File: config.mk
export PLATFORM = sky130hd
export DESIGN_NAME = lru_key_value_cache_unit
export DESIGN_NICKNAME = d
export VERILOG_FILES = /design/src/lkvc_pkg.sv /design/src/lkvc_ctrl.sv /design/src/lkvc_datapath.sv /design/src/lru_key_value_cache_unit.sv
export SDC_FILE = /design/constraint.sdc
export NUM_CORES = 2
export LEC_CHECK = 0
export BUFFER_PORTS_ARGS = -buffer_cell sky130_fd_sc_hd__buf_2
export CORE_MARGIN = 2
export CORE_UTILIZATION = 46
export CTS_BUF_LIST = sky130_fd_sc_hd__clkbuf_4
export CTS_CLUSTER_SIZE = 10
export DETAILED_ROUTE_END_ITERATION = 16
export GPL_TIMING_DRIVEN = 0
export SYNTH_ARGS = -nofsm -noshare
export SYNTH_HDL_FRONTEND = slang
export SYNTH_SLANG_ARGS = --single-unit
File: constraint.sdc
create_clock -name clk -period 10.65 [get_ports clk]
set_input_delay 3.195 -clock clk [delete_from_list [all_inputs] [get_ports clk]]
set_output_delay 3.195 -clock clk [all_outputs]
set_load 0.02 [all_outputs]
File: src/lkvc_pkg.sv
// -----------------------------------------------------------------------------
// lkvc_pkg
// Shared types and constants for the least-recently-used key-value cache:
// table geometry, payload types and the command group that runs from the
// controller to the datapath.
// -----------------------------------------------------------------------------
package lkvc_pkg;

	// Table geometry.
	localparam int ENTRIES = 16;
	localparam int IDX_W   = $clog2(ENTRIES);
	localparam int CNT_W   = $clog2(ENTRIES + 1);

	// Field widths.
	localparam int DATA_W = 32;
	localparam int CAP_W  = 5;
	localparam int CMP_W  = (CAP_W > CNT_W) ? CAP_W : CNT_W;

	typedef logic signed [DATA_W-1:0] data_t;
	typedef logic [CAP_W-1:0]         cap_t;
	typedef logic [IDX_W-1:0]         idx_t;
	typedef logic [CNT_W-1:0]         cnt_t;

	localparam cap_t CAP_RESET = CAP_W'(16);

	// Operation codes of a request.
	localparam logic OP_GET = 1'b0;
	localparam logic OP_PUT = 1'b1;

	// Commands from the controller to the datapath.
	typedef struct packed {
		logic capture;  // latch the incoming request
		logic decide;   // register the lookup outcome
		logic commit;   // apply the table update and load the result
	} cmd_t;

endpackage

File: src/lkvc_ctrl.sv
// -----------------------------------------------------------------------------
// lkvc_ctrl
// Controller state machine: sequences capture, lookup and commit for each
// request and owns both handshakes, including the result valid flag.
// -----------------------------------------------------------------------------
module lkvc_ctrl (
	input  logic          clk,
	input  logic          arst_n,
	input  logic          in_valid,
	output logic          in_stall,
	output logic          out_valid,
	input  logic          out_stall,
	output lkvc_pkg::cmd_t cmd
);
	import lkvc_pkg::*;

	typedef enum logic [2:0] {
		S_IDLE   = 3'b001,
		S_LOOKUP = 3'b010,
		S_UPDATE = 3'b100
	} state_t;

	state_t state_q;
	state_t state_next;
	logic   out_valid_q;
	logic   out_free;
	logic   accept;

	// The result register can take a new result when empty or being drained.
	assign out_free = !out_valid_q || !out_stall;

	// A new request is taken when idle, or when the current one finishes.
	assign in_stall  = !((state_q == S_IDLE) || ((state_q == S_UPDATE) && out_free));
	assign accept    = in_valid && !in_stall;
	assign out_valid = out_valid_q;

	// Commands to the datapath.
	always_comb begin
		cmd.capture = accept;
		cmd.decide  = (state_q == S_LOOKUP);
		cmd.commit  = (state_q == S_UPDATE) && out_free;
	end

	// Next-state logic.
	always_comb begin
		state_next = state_q;
		unique case (state_q)
			S_IDLE: begin
				if (accept) state_next = S_LOOKUP;
			end
			S_LOOKUP: begin
				state_next = S_UPDATE;
			end
			S_UPDATE: begin
				if (out_free) state_next = accept ? S_LOOKUP : S_IDLE;
			end
			default: begin
				state_next = S_IDLE;
			end
		endcase
	end

	// State and result valid registers.
	always_ff @(posedge clk or negedge arst_n) begin
		if (!arst_n) begin
			state_q     <= S_IDLE;
			out_valid_q <= 1'b0;
		end else begin
			state_q <= state_next;
			if (cmd.commit) begin
				out_valid_q <= 1'b1;
			end else if (!out_stall) begin
				out_valid_q <= 1'b0;
			end
		end
	end

	// A stalled result blocks completion of the request in hand.
	a_update_waits: assert property (@(posedge clk) disable iff (!arst_n)
		(state_q == S_UPDATE) && out_valid_q && out_stall |=> state_q == S_UPDATE)
		else $error("update completed while the result register was full");

	// A captured request always proceeds to lookup.
	a_capture_lookup: assert property (@(posedge clk) disable iff (!arst_n)
		cmd.capture |=> state_q == S_LOOKUP)
		else $error("captured request did not enter lookup");

	// Every commit presents a result in the following cycle.
	a_commit_result: assert property (@(posedge clk) disable iff (!arst_n)
		cmd.commit |=> out_valid_q)
		else $error("commit did not present a result");

endmodule

File: src/lkvc_datapath.sv
// -----------------------------------------------------------------------------
// lkvc_datapath
// Datapath: request registers, capacity register, the entry table with
// recency ranks, the parallel key compare, the replacement decision and
// the result register.
// -----------------------------------------------------------------------------
module lkvc_datapath (
	input  logic           clk,
	input  logic           arst_n,
	input  lkvc_pkg::cmd_t cmd,
	input  logic           cfg_we,
	input  lkvc_pkg::cap_t cfg_wdata,
	input  logic           opcode,
	input  lkvc_pkg::data_t key,
	input  lkvc_pkg::data_t value,
	output logic           hit,
	output lkvc_pkg::data_t read_value,
	output logic           evicted
);
	import lkvc_pkg::*;

	typedef enum logic [1:0] {
		ACT_NONE,
		ACT_HIT,
		ACT_FILL,
		ACT_EVICT
	} action_t;

	// Request and configuration registers.
	logic  op_q;
	data_t key_q;
	data_t val_q;
	cap_t  cap_q;

	// Entry table.
	logic [ENTRIES-1:0] valid_q;
	data_t              key_tbl_q [ENTRIES];
	data_t              val_tbl_q [ENTRIES];
	idx_t               rank_q    [ENTRIES];
	cnt_t               fill_q;

	// Lookup outcome.
	action_t act_s1;
	idx_t    slot_s1;
	idx_t    rank_s1;
	data_t   rdval_s1;

	// Result register.
	logic  hit_q;
	data_t read_value_q;
	logic  evicted_q;

	// Combinational lookup signals.
	logic [ENTRIES-1:0] match_vec;
	logic               found;
	logic               any_free;
	idx_t               found_idx;
	idx_t               free_idx;
	idx_t               victim_idx;
	idx_t               oldest_rank;
	cnt_t               fill_m1;
	logic [CMP_W-1:0]   cap_ext;
	logic [CMP_W-1:0]   eff_cap;
	action_t            act_next;
	idx_t               slot_next;
	idx_t               rank_next;

	// Request capture.
	always_ff @(posedge clk) begin
		if (cmd.capture) begin
			op_q  <= opcode;
			key_q <= key;
			val_q <= value;
		end
	end

	// Capacity register.
	always_ff @(posedge clk or negedge arst_n) begin
		if (!arst_n) begin
			cap_q <= CAP_RESET;
		end else if (cfg_we) begin
			cap_q <= cfg_wdata;
		end
	end

	// Capacity zero behaves as one; capacity beyond the table is clipped.
	always_comb begin
		cap_ext = CMP_W'(cap_q);
		if (cap_q == '0) begin
			eff_cap = CMP_W'(1);
		end else if (cap_ext > CMP_W'(ENTRIES)) begin
			eff_cap = CMP_W'(ENTRIES);
		end else begin
			eff_cap = cap_ext;
		end
	end

	// Parallel key compare and slot search. Valid ranks are always the
	// distinct values 0 to fill-1, so the oldest entry holds rank fill-1.
	always_comb begin
		fill_m1     = fill_q - CNT_W'(1);
		oldest_rank = fill_m1[IDX_W-1:0];
		found_idx   = '0;
		free_idx    = '0;
		victim_idx  = '0;
		for (int i = 0; i < ENTRIES; i++) begin
			match_vec[i] = valid_q[i] && (key_tbl_q[i] == key_q);
		end
		for (int i = ENTRIES - 1; i >= 0; i--) begin
			if (match_vec[i]) found_idx = IDX_W'(i);
			if (!valid_q[i]) free_idx = IDX_W'(i);
			if (valid_q[i] && (rank_q[i] == oldest_rank)) victim_idx = IDX_W'(i);
		end
		found    = |match_vec;
		any_free = !(&valid_q);
	end

	// Replacement decision.
	always_comb begin
		act_next  = ACT_NONE;
		slot_next = found_idx;
		rank_next = rank_q[found_idx];
		if (found) begin
			act_next = ACT_HIT;
		end else if (op_q == OP_PUT) begin
			if ((CMP_W'(fill_q) < eff_cap) && any_free) begin
				act_next  = ACT_FILL;
				slot_next = free_idx;
			end else if (fill_q != '0) begin
				act_next  = ACT_EVICT;
				slot_next = victim_idx;
				rank_next = oldest_rank;
			end
		end
	end

	// Lookup stage registers.
	always_ff @(posedge clk) begin
		if (cmd.decide) begin
			act_s1   <= act_next;
			slot_s1  <= slot_next;
			rank_s1  <= rank_next;
			rdval_s1 <= val_tbl_q[found_idx];
		end
	end

	// Valid bits, recency ranks and fill count.
	always_ff @(posedge clk or negedge arst_n) begin
		if (!arst_n) begin
			valid_q <= '0;
			fill_q  <= '0;
			for (int i = 0; i < ENTRIES; i++) begin
				rank_q[i] <= '0;
			end
		end else if (cmd.commit) begin
			case (act_s1) inside
				ACT_HIT, ACT_EVICT: begin
					for (int i = 0; i < ENTRIES; i++) begin
						if (IDX_W'(i) == slot_s1) begin
							rank_q[i] <= '0;
						end else if (valid_q[i] && (rank_q[i] < rank_s1)) begin
							rank_q[i] <= rank_q[i] + IDX_W'(1);
						end
					end
				end
				ACT_FILL: begin
					for (int i = 0; i < ENTRIES; i++) begin
						if (IDX_W'(i) == slot_s1) begin
							rank_q[i] <= '0;
						end else if (valid_q[i]) begin
							rank_q[i] <= rank_q[i] + IDX_W'(1);
						end
					end
					valid_q[slot_s1] <= 1'b1;
					fill_q           <= fill_q + CNT_W'(1);
				end
				default: begin
				end
			endcase
		end
	end

	// Key and value storage.
	always_ff @(posedge clk) begin
		if (cmd.commit) begin
			case (act_s1) inside
				ACT_HIT: begin
					if (op_q == OP_PUT) val_tbl_q[slot_s1] <= val_q;
				end
				ACT_FILL, ACT_EVICT: begin
					key_tbl_q[slot_s1] <= key_q;
					val_tbl_q[slot_s1] <= val_q;
				end
				default: begin
				end
			endcase
		end
	end

	// Result register.
	always_ff @(posedge clk) begin
		if (cmd.commit) begin
			hit_q        <= (act_s1 == ACT_HIT);
			evicted_q    <= (act_s1 == ACT_EVICT);
			read_value_q <= ((act_s1 == ACT_HIT) && (op_q == OP_GET)) ? rdval_s1 : '0;
		end
	end

	assign hit        = hit_q;
	assign read_value = read_value_q;
	assign evicted    = evicted_q;

	// The fill count always equals the number of valid entries.
	a_fill_matches: assert property (@(posedge clk) disable iff (!arst_n)
		$countones(valid_q) == int'(fill_q))
		else $error("fill count differs from the number of valid entries");

	// Filling a free entry grows the fill count by one.
	a_fill_grows: assert property (@(posedge clk) disable iff (!arst_n)
		cmd.commit && (act_s1 == ACT_FILL) |=> fill_q == $past(fill_q) + CNT_W'(1))
		else $error("fill did not grow the fill count");

	// An eviction leaves the fill count and valid bits where they were.
	a_evict_keeps: assert property (@(posedge clk) disable iff (!arst_n)
		cmd.commit && (act_s1 == ACT_EVICT) |=> $stable(valid_q) && $stable(fill_q))
		else $error("eviction changed the table occupancy");

endmodule

File: src/lru_key_value_cache_unit.sv
// A result is presented once its request has passed the lookup and update
// states. The compare-then-update sequence on the single entry table takes
// the next request only when the current one ends; a stalled result holds it.
// The table lives in flip-flops, so there is no clearing pass after reset.
// Reset clears the valid bits, recency ranks and fill count, and sets the
// capacity register to sixteen; stored keys and values are not reset.
// -----------------------------------------------------------------------------
// lru_key_value_cache_unit
// Fully associative key-value cache with least-recently-used replacement.
// Each request is a get or a put and yields exactly one result.
// -----------------------------------------------------------------------------
module lru_key_value_cache_unit (
	input  logic            clk,
	input  logic            arst_n,
	input  logic            cfg_we,
	input  lkvc_pkg::cap_t  cfg_wdata,
	input  logic            in_valid,
	output logic            in_stall,
	input  logic            opcode,
	input  lkvc_pkg::data_t key,
	input  lkvc_pkg::data_t value,
	output logic            out_valid,
	input  logic            out_stall,
	output logic            hit,
	output lkvc_pkg::data_t read_value,
	output logic            evicted
);
	import lkvc_pkg::*;

	cmd_t cmd;

	// Controller.
	lkvc_ctrl u_ctrl (
		.clk       (clk),
		.arst_n    (arst_n),
		.in_valid  (in_valid),
		.in_stall  (in_stall),
		.out_valid (out_valid),
		.out_stall (out_stall),
		.cmd       (cmd)
	);

	// Datapath.
	lkvc_datapath u_datapath (
		.clk        (clk),
		.arst_n     (arst_n),
		.cmd        (cmd),
		.cfg_we     (cfg_we),
		.cfg_wdata  (cfg_wdata),
		.opcode     (opcode),
		.key        (key),
		.value      (value),
		.hit        (hit),
		.read_value (read_value),
		.evicted    (evicted)
	);

endmodule
# Word-level counts from Yosys, hierarchy flattened
# Memory sizes are Yosys's and may differ from the RTL's. A register that Yosys moved wholly into a read port is not among the register bits.
# Cells that the tools add are included.
[op_classes]
addsub = 18
n_lt_le_gt_ge = 21
n_eq_ne = 72
mux = 147
bitwise_logic = 5
reduce_logical = 102
[ops]
columns = ["op", "count"]
rows = [
  ["32-bit == test", 16],
  ["4-bit two-way mux", 122],
  ["64-bit two-way mux", 2],
  ["4-bit by 1-bit adder with 4-bit output (second input constant)", 16],
  ["4-bit == test", 16],
  ["4-bit less-than comparator", 16],
  ["4-bit AND reduction", 16],
  ["1-bit logical AND", 53],
  ["3-bit by 1-bit inequality test with 1-bit output (second input constant)", 16],
  ["3-bit nonzero test", 16],
  ["4-bit == test (first input constant)", 8],
  ["32-bit two-way mux", 1],
  ["17-bit OR reduction", 1],
  ["4-bit binary-select mux with 4-bit select", 1],
  ["3-bit by 4-bit == test with 1-bit output (first input constant)", 4],
  ["16-bit OR", 1],
  ["16-bit AND reduction", 1],
  ["16-bit OR reduction", 1],
  ["1-bit two-way mux", 12],
  ["5-bit two-way mux", 2],
  ["3-bit one-hot mux with 3 select lines", 1],
  ["2-bit by 4-bit == test with 1-bit output (first input constant)", 2],
  ["2-bit two-way mux", 3],
  ["3-bit two-way mux", 2],
  ["other kinds (27)", 36],
]
[word_totals]
register_bits = 203
ram_bits = 1024
inputBits = 75
n_memories = 2
[memory_table]
columns = ["memory", "depth", "width", "rd", "rd_ports_with_merged_regs", "write_ports", "line", "text"]
rows = [
  ["u_datapath.key_tbl_q", 16, 32, 16, 0, 1, "lkvc_datapath.sv:37", "data_t key_tbl_q [ENTRIES];"],
  ["u_datapath.val_tbl_q", 16, 32, 1, 1, 1, "lkvc_datapath.sv:38", "data_t val_tbl_q [ENTRIES];"],
]

# Longest topological paths before layout
# An unclocked memory read counts as a cell.
[logic_depth]
ltp_word = 27
depth_mapped = 17

# Modules after synthesis
# From an unflattened synthesis, not the netlist that was laid out.
[hier_totals]
cells_unflattened = 3726
hier_area_um2 = 55869.8
[modules_own_cells]
columns = ["mod", "instances", "cells_per_inst", "area_per_inst_um2"]
rows = [
  ["lkvc_datapath", 1, 3703, 55650.9],
  ["lkvc_ctrl", 1, 23, 219.0],
]

# Worst setup path before layout
# OpenSTA, ideal clock, no wires.
[synth_timing]
path_kind = "input to register"
from = "input port out_stall"
to = "memory u_datapath.val_tbl_q[15][0] (netlist bit) (enable)"
setup_time_ns = 0.432
t_arrival_ns = 8.774
slack_ns = 1.444
stages = 5
path_buffers = 0
cell_sequence = "nand2_1 nor3b_1 o21ai_1 or2_2 a21oi_1"
[synth_rtl]
columns = ["item", "line", "text"]
rows = [
  ["start: declaration", "lru_key_value_cache_unit.sv:23", "input logic out_stall,"],
  ["end: declaration", "lkvc_datapath.sv:38", ""],
]

# Final worst setup path
[layout_timing]
from = "input port out_stall"
to = "output port in_stall"
[layout_between]
elab_chain_len = 5
[layout_lines]
columns = ["item", "line", "text"]
rows = [
  ["1-bit logical NOT", "lkvc_ctrl.sv:30", "assign out_free = !out_valid_q || !out_stall;"],
  ["1-bit logical OR", "lkvc_ctrl.sv:30", ""],
  ["1-bit logical AND", "lkvc_ctrl.sv:33", "assign in_stall = !((state_q == S_IDLE) || ((state_q == S_UPDATE) && out_free));"],
  ["1-bit logical OR", "lkvc_ctrl.sv:33", ""],
  ["1-bit logical NOT", "lkvc_ctrl.sv:33", ""],
  ["end: declaration", "lru_key_value_cache_unit.sv:18", "output logic in_stall,"],
]
# Every way passes these cells.

==> results by group <==
Outcome
  • Status: finished with violations
  • Failing checks: max-capacitance violations, max-slew violations

Timing
  • Setup ws final: 3.51 ns
  • Final hold vios: 0
  • Setup TNS: 0 ns
  • Period minus WS final: 7.14 ns
  • # setup viols final: 0
  • Worst Tran Pin Value: 1.62 ns
  • Achievable frequency: 140 MHz
  • Skew final: 0.129 ns
  • Slew Viols, Final: 101
  • Unrepaired setup endpoints after global routing: false
  • Slew margin rel.: -7.84%
  • Final Cycle Share: 67.1%

Logic synthesis
  • Synth Warn #: 0
  • Synth Register Bits: 1259
  • Number of synthesized flops with an enable pin: 1165
  • Post-synthesis xor/xnor area fraction: 9.26%
  • Top_reg_cell synth: edfxtp_1
  • Compound-cell area share of the yosys netlist: 2.77%
  • Post-Synth Simple-Gate Area: 8.27%
  • Syn_area_per_cell: 15.0 sq um
  • Synth Instances: 3754
  • Main combinational cell family by area after synthesis: multiplexers
  • Cell Area, Synth: 56300 sq um
  • Portion of netlist area occupied by mux cells: 9.45%
  • Seq/Total Area, Yosys: 66.3%
  • Synth unique cells: 69
  • Ys async rst share: 7.47%
  • Synth Net Count: 3900
  • Post-Synth Adder-Cell Area: 1.58%

Global routing
  • GRT overflow: 0
  • Antenna violations before repair: 12
  • Overall global routing resource usage: 27.7%
  • Largest net degree at the start of global routing: 55
  • Vias in the first global route: 34473
  • First-pass GRT wire length: 246000 um

Detailed routing
  • Vias: 35589
  • DRT iter0 DRCs: 4533
  • Final WL: 175000 um
  • Post-route ant nets: 0
  • Residual DRC count: 0
  • First-pass DRT Iterations: 5
  • Vias per std cell: 5.82
  • Routed WL per cell: 28.6 um

Power
  • P_sw: 3.81 mW
  • Peak VDD IR: 153 uV
  • Comb pwr share: 15.6%
  • Clock network power share: 33.9%
  • Sw frac: 30.6%
  • Internal: 8.65 mW
  • Static Leak: 22.6 nW
  • Reg power frac: 50.4%
  • PD cells: 194 nW/um^2

Worst setup path
  • Worst Setup Start Kind: input port
  • R2R Path End: u_datapath.rdval_s1[27]$_DFFE_PP_
  • Crit. End Element: output pin
  • RR Startpoint: u_datapath.key_q[31]$_DFFE_PP_
  • Worst-path fanout max: 4
  • Kind of critical path: input port to output pin
  • Reg2reg setup slack: 3.94 ns
  • Worst Path Arrival: 3.95 ns
  • Cells on worst reg2reg path: 12
  • Critical Path RT: 7.46 ns

CTS
  • Hold Buf Count CTS: 0
  • Clock root buffer: clkbuf_4
  • Skew-Pair Late Insertion Delay: 1.28 ns
  • Clk slew on worst S/H paths: 0.06 ns
  • Total CTS buffers: 350
  • CTS tree: built
  • Post-CTS Resized: 0
  • Clk sinks: 1259
  • Clk buf depth: 4
  • # Post-CTS Setup Buffers: 0
  • Max H-tree Level: 5

Placement
  • DP HPWL: 111000 um
  • Global placement routability congestion: 0.926
  • Port bufs: 110
  • Place WS: 3.51 ns

Layout
  • Layout cells sized above 1: 19.2%
  • Commonest non-fill, non-tap cell in the layout: edfxtp_1
  • # fillers: 10254
  • Area grow syn2layout: 14.1%
  • Final #Nets: 4407
  • Most frequent cells in the layout: edfxtp_1, mux2i_1, clkbuf_4

Hold path
  • WHS Endpoint: u_datapath.read_value[16]$_SDFFCE_PN0P_
  • Worst Hold Depth: 1
  • Hold Crit Start: u_datapath.rdval_s1[16]$_DFFE_PP_
  • Hold crit path type: flip-flop to flip-flop

Die
  • Core footprint: 122000 sq um
  • Std cell rows: 128
  • Chip width: 354 um
  • Starting Density: 46.3%
  • Die ar.: 125000 sq um
  • I/O Pins: 111
  • Die Span Y: 354 um

Flow run
  • Max-Cap Viols: 6
[critical path, cell delays in order]
cell and delay, ns:
buf_2 0.11, a21oi_1 0.06, o21bai_1 0.34, buf_2 0.24
[power groups by stage]
| stage | registers [mW] | logic [mW] | clock network, mW |
|---|---|---|---|
| after floorplan | 6.09 | 1.16 | 0 |
| after global placement | 6.41 | 1.78 | 0 |
| after detailed placement | 6.36 | 1.89 | 0 |
| after CTS | 6.26 | 1.90 | 4.30 |
| after global routing | 6.28 | 2.07 | 4.56 |
| final | 6.28 | 1.95 | 4.22 |
[registers in the layout (all words and copies together) (netlist names)]
name,cells
u_datapath.val_tbl_q,512
u_datapath.act_s1,2
u_datapath.val_q,32
u_ctrl.state_q,3
u_datapath.key_q,32
u_datapath.fill_q,5
u_datapath.op_q,1
u_datapath.rank_q,64
u_ctrl.out_valid,1
u_datapath.rank_s1,4
u_datapath.hit,1
u_datapath.key_tbl_q,512
u_datapath.valid_q,16
u_datapath.read_value,32
u_datapath.evicted,1
u_datapath.cap_ext,5
u_datapath.rdval_s1,32
u_datapath.slot_s1,4
[stage by stage]
| stage | instances | cell area, sq um | total power [mW] | hold slack (ns) | util (%) |
|---|---|---|---|---|---|
| 2_1_floorplan | 3754 | 56300 | 7.25 | 0.480 | - |
| 3_3_place_gp | 5489 | 58900 | 8.19 | 0.494 | 48.4 |
| 3_5_place_dp | 5533 | 60000 | 8.25 | 0.506 | 49.4 |
| 4_1_cts | 6111 | 64200 | 12.5 | 0.495 | 52.8 |
| 5_1_grt | 6118 | 64200 | 12.9 | 0.543 | 52.8 |
| 6_report | 6120 | 64200 | 12.5 | 0.490 | 52.8 |
[area by class of cell]
class	instances	area [sq um]	area share [%]
sequential	1259	37300	58.1
clock buffer	511	3840	5.97
inverter	38	143	0.222
multi-input combinational	2299	17900	27.9
tap	1625	2030	3.17
buffer	158	1180	1.84
clock inverter	67	310	0.483
antenna	8	20.0	0.0312
timing repair buffer	155	1460	2.27
[cells in the mapped netlist (71+ instances only)]
master	n	area, sq um
mux2i_1	519	5190
xnor2_1	149	1310
nand3_1	72	360
dfrtp_1	92	2300
nor4_1	173	1080
nor3_1	72	360
ha_1	71	888
xor2_1	426	3730
nor2_1	79	297
nand2_1	233	875
edfxtp_1	1165	35000
nand4_1	89	557
[worst max-delay path by stage]
stage	from	end	slack, ns	cells after the start
after floorplan	out_stall	u_datapath.val_tbl_q[15][0]$_DFFE_PP_	1.44	5
after global placement	out_stall	u_datapath.val_tbl_q[15][15]$_DFFE_PP_	-5.41	6
after detailed placement	out_stall	in_stall	3.51	4
after CTS	out_stall	in_stall	3.52	4
after global routing	out_stall	in_stall	3.43	4
final	out_stall	in_stall	3.51	4
[per-layer routing]
metal  vias up  GRT usage [%]  wire length [um]
li1      15432              -                 -
met1     17788           39.9             75000
met2      1994           40.5             76200
met3       375           6.76             17800
met4         0           10.8              6060
met5         -              0                 0
[cells by family (layout without fill, tap and decap cells)]
kind of cell	count (synthesis)	count (layout)
AOI/OAI and AO/OA	237	237
DFF	1259	1259
buffers and inverters	196	929
muxes	530	530
other	0	8
adders and majority gates	71	71
and+or+nand+nor	876	876
xor gates and xnor gates	585	585
No activity file was read; power rests on OpenSTA's default activity.
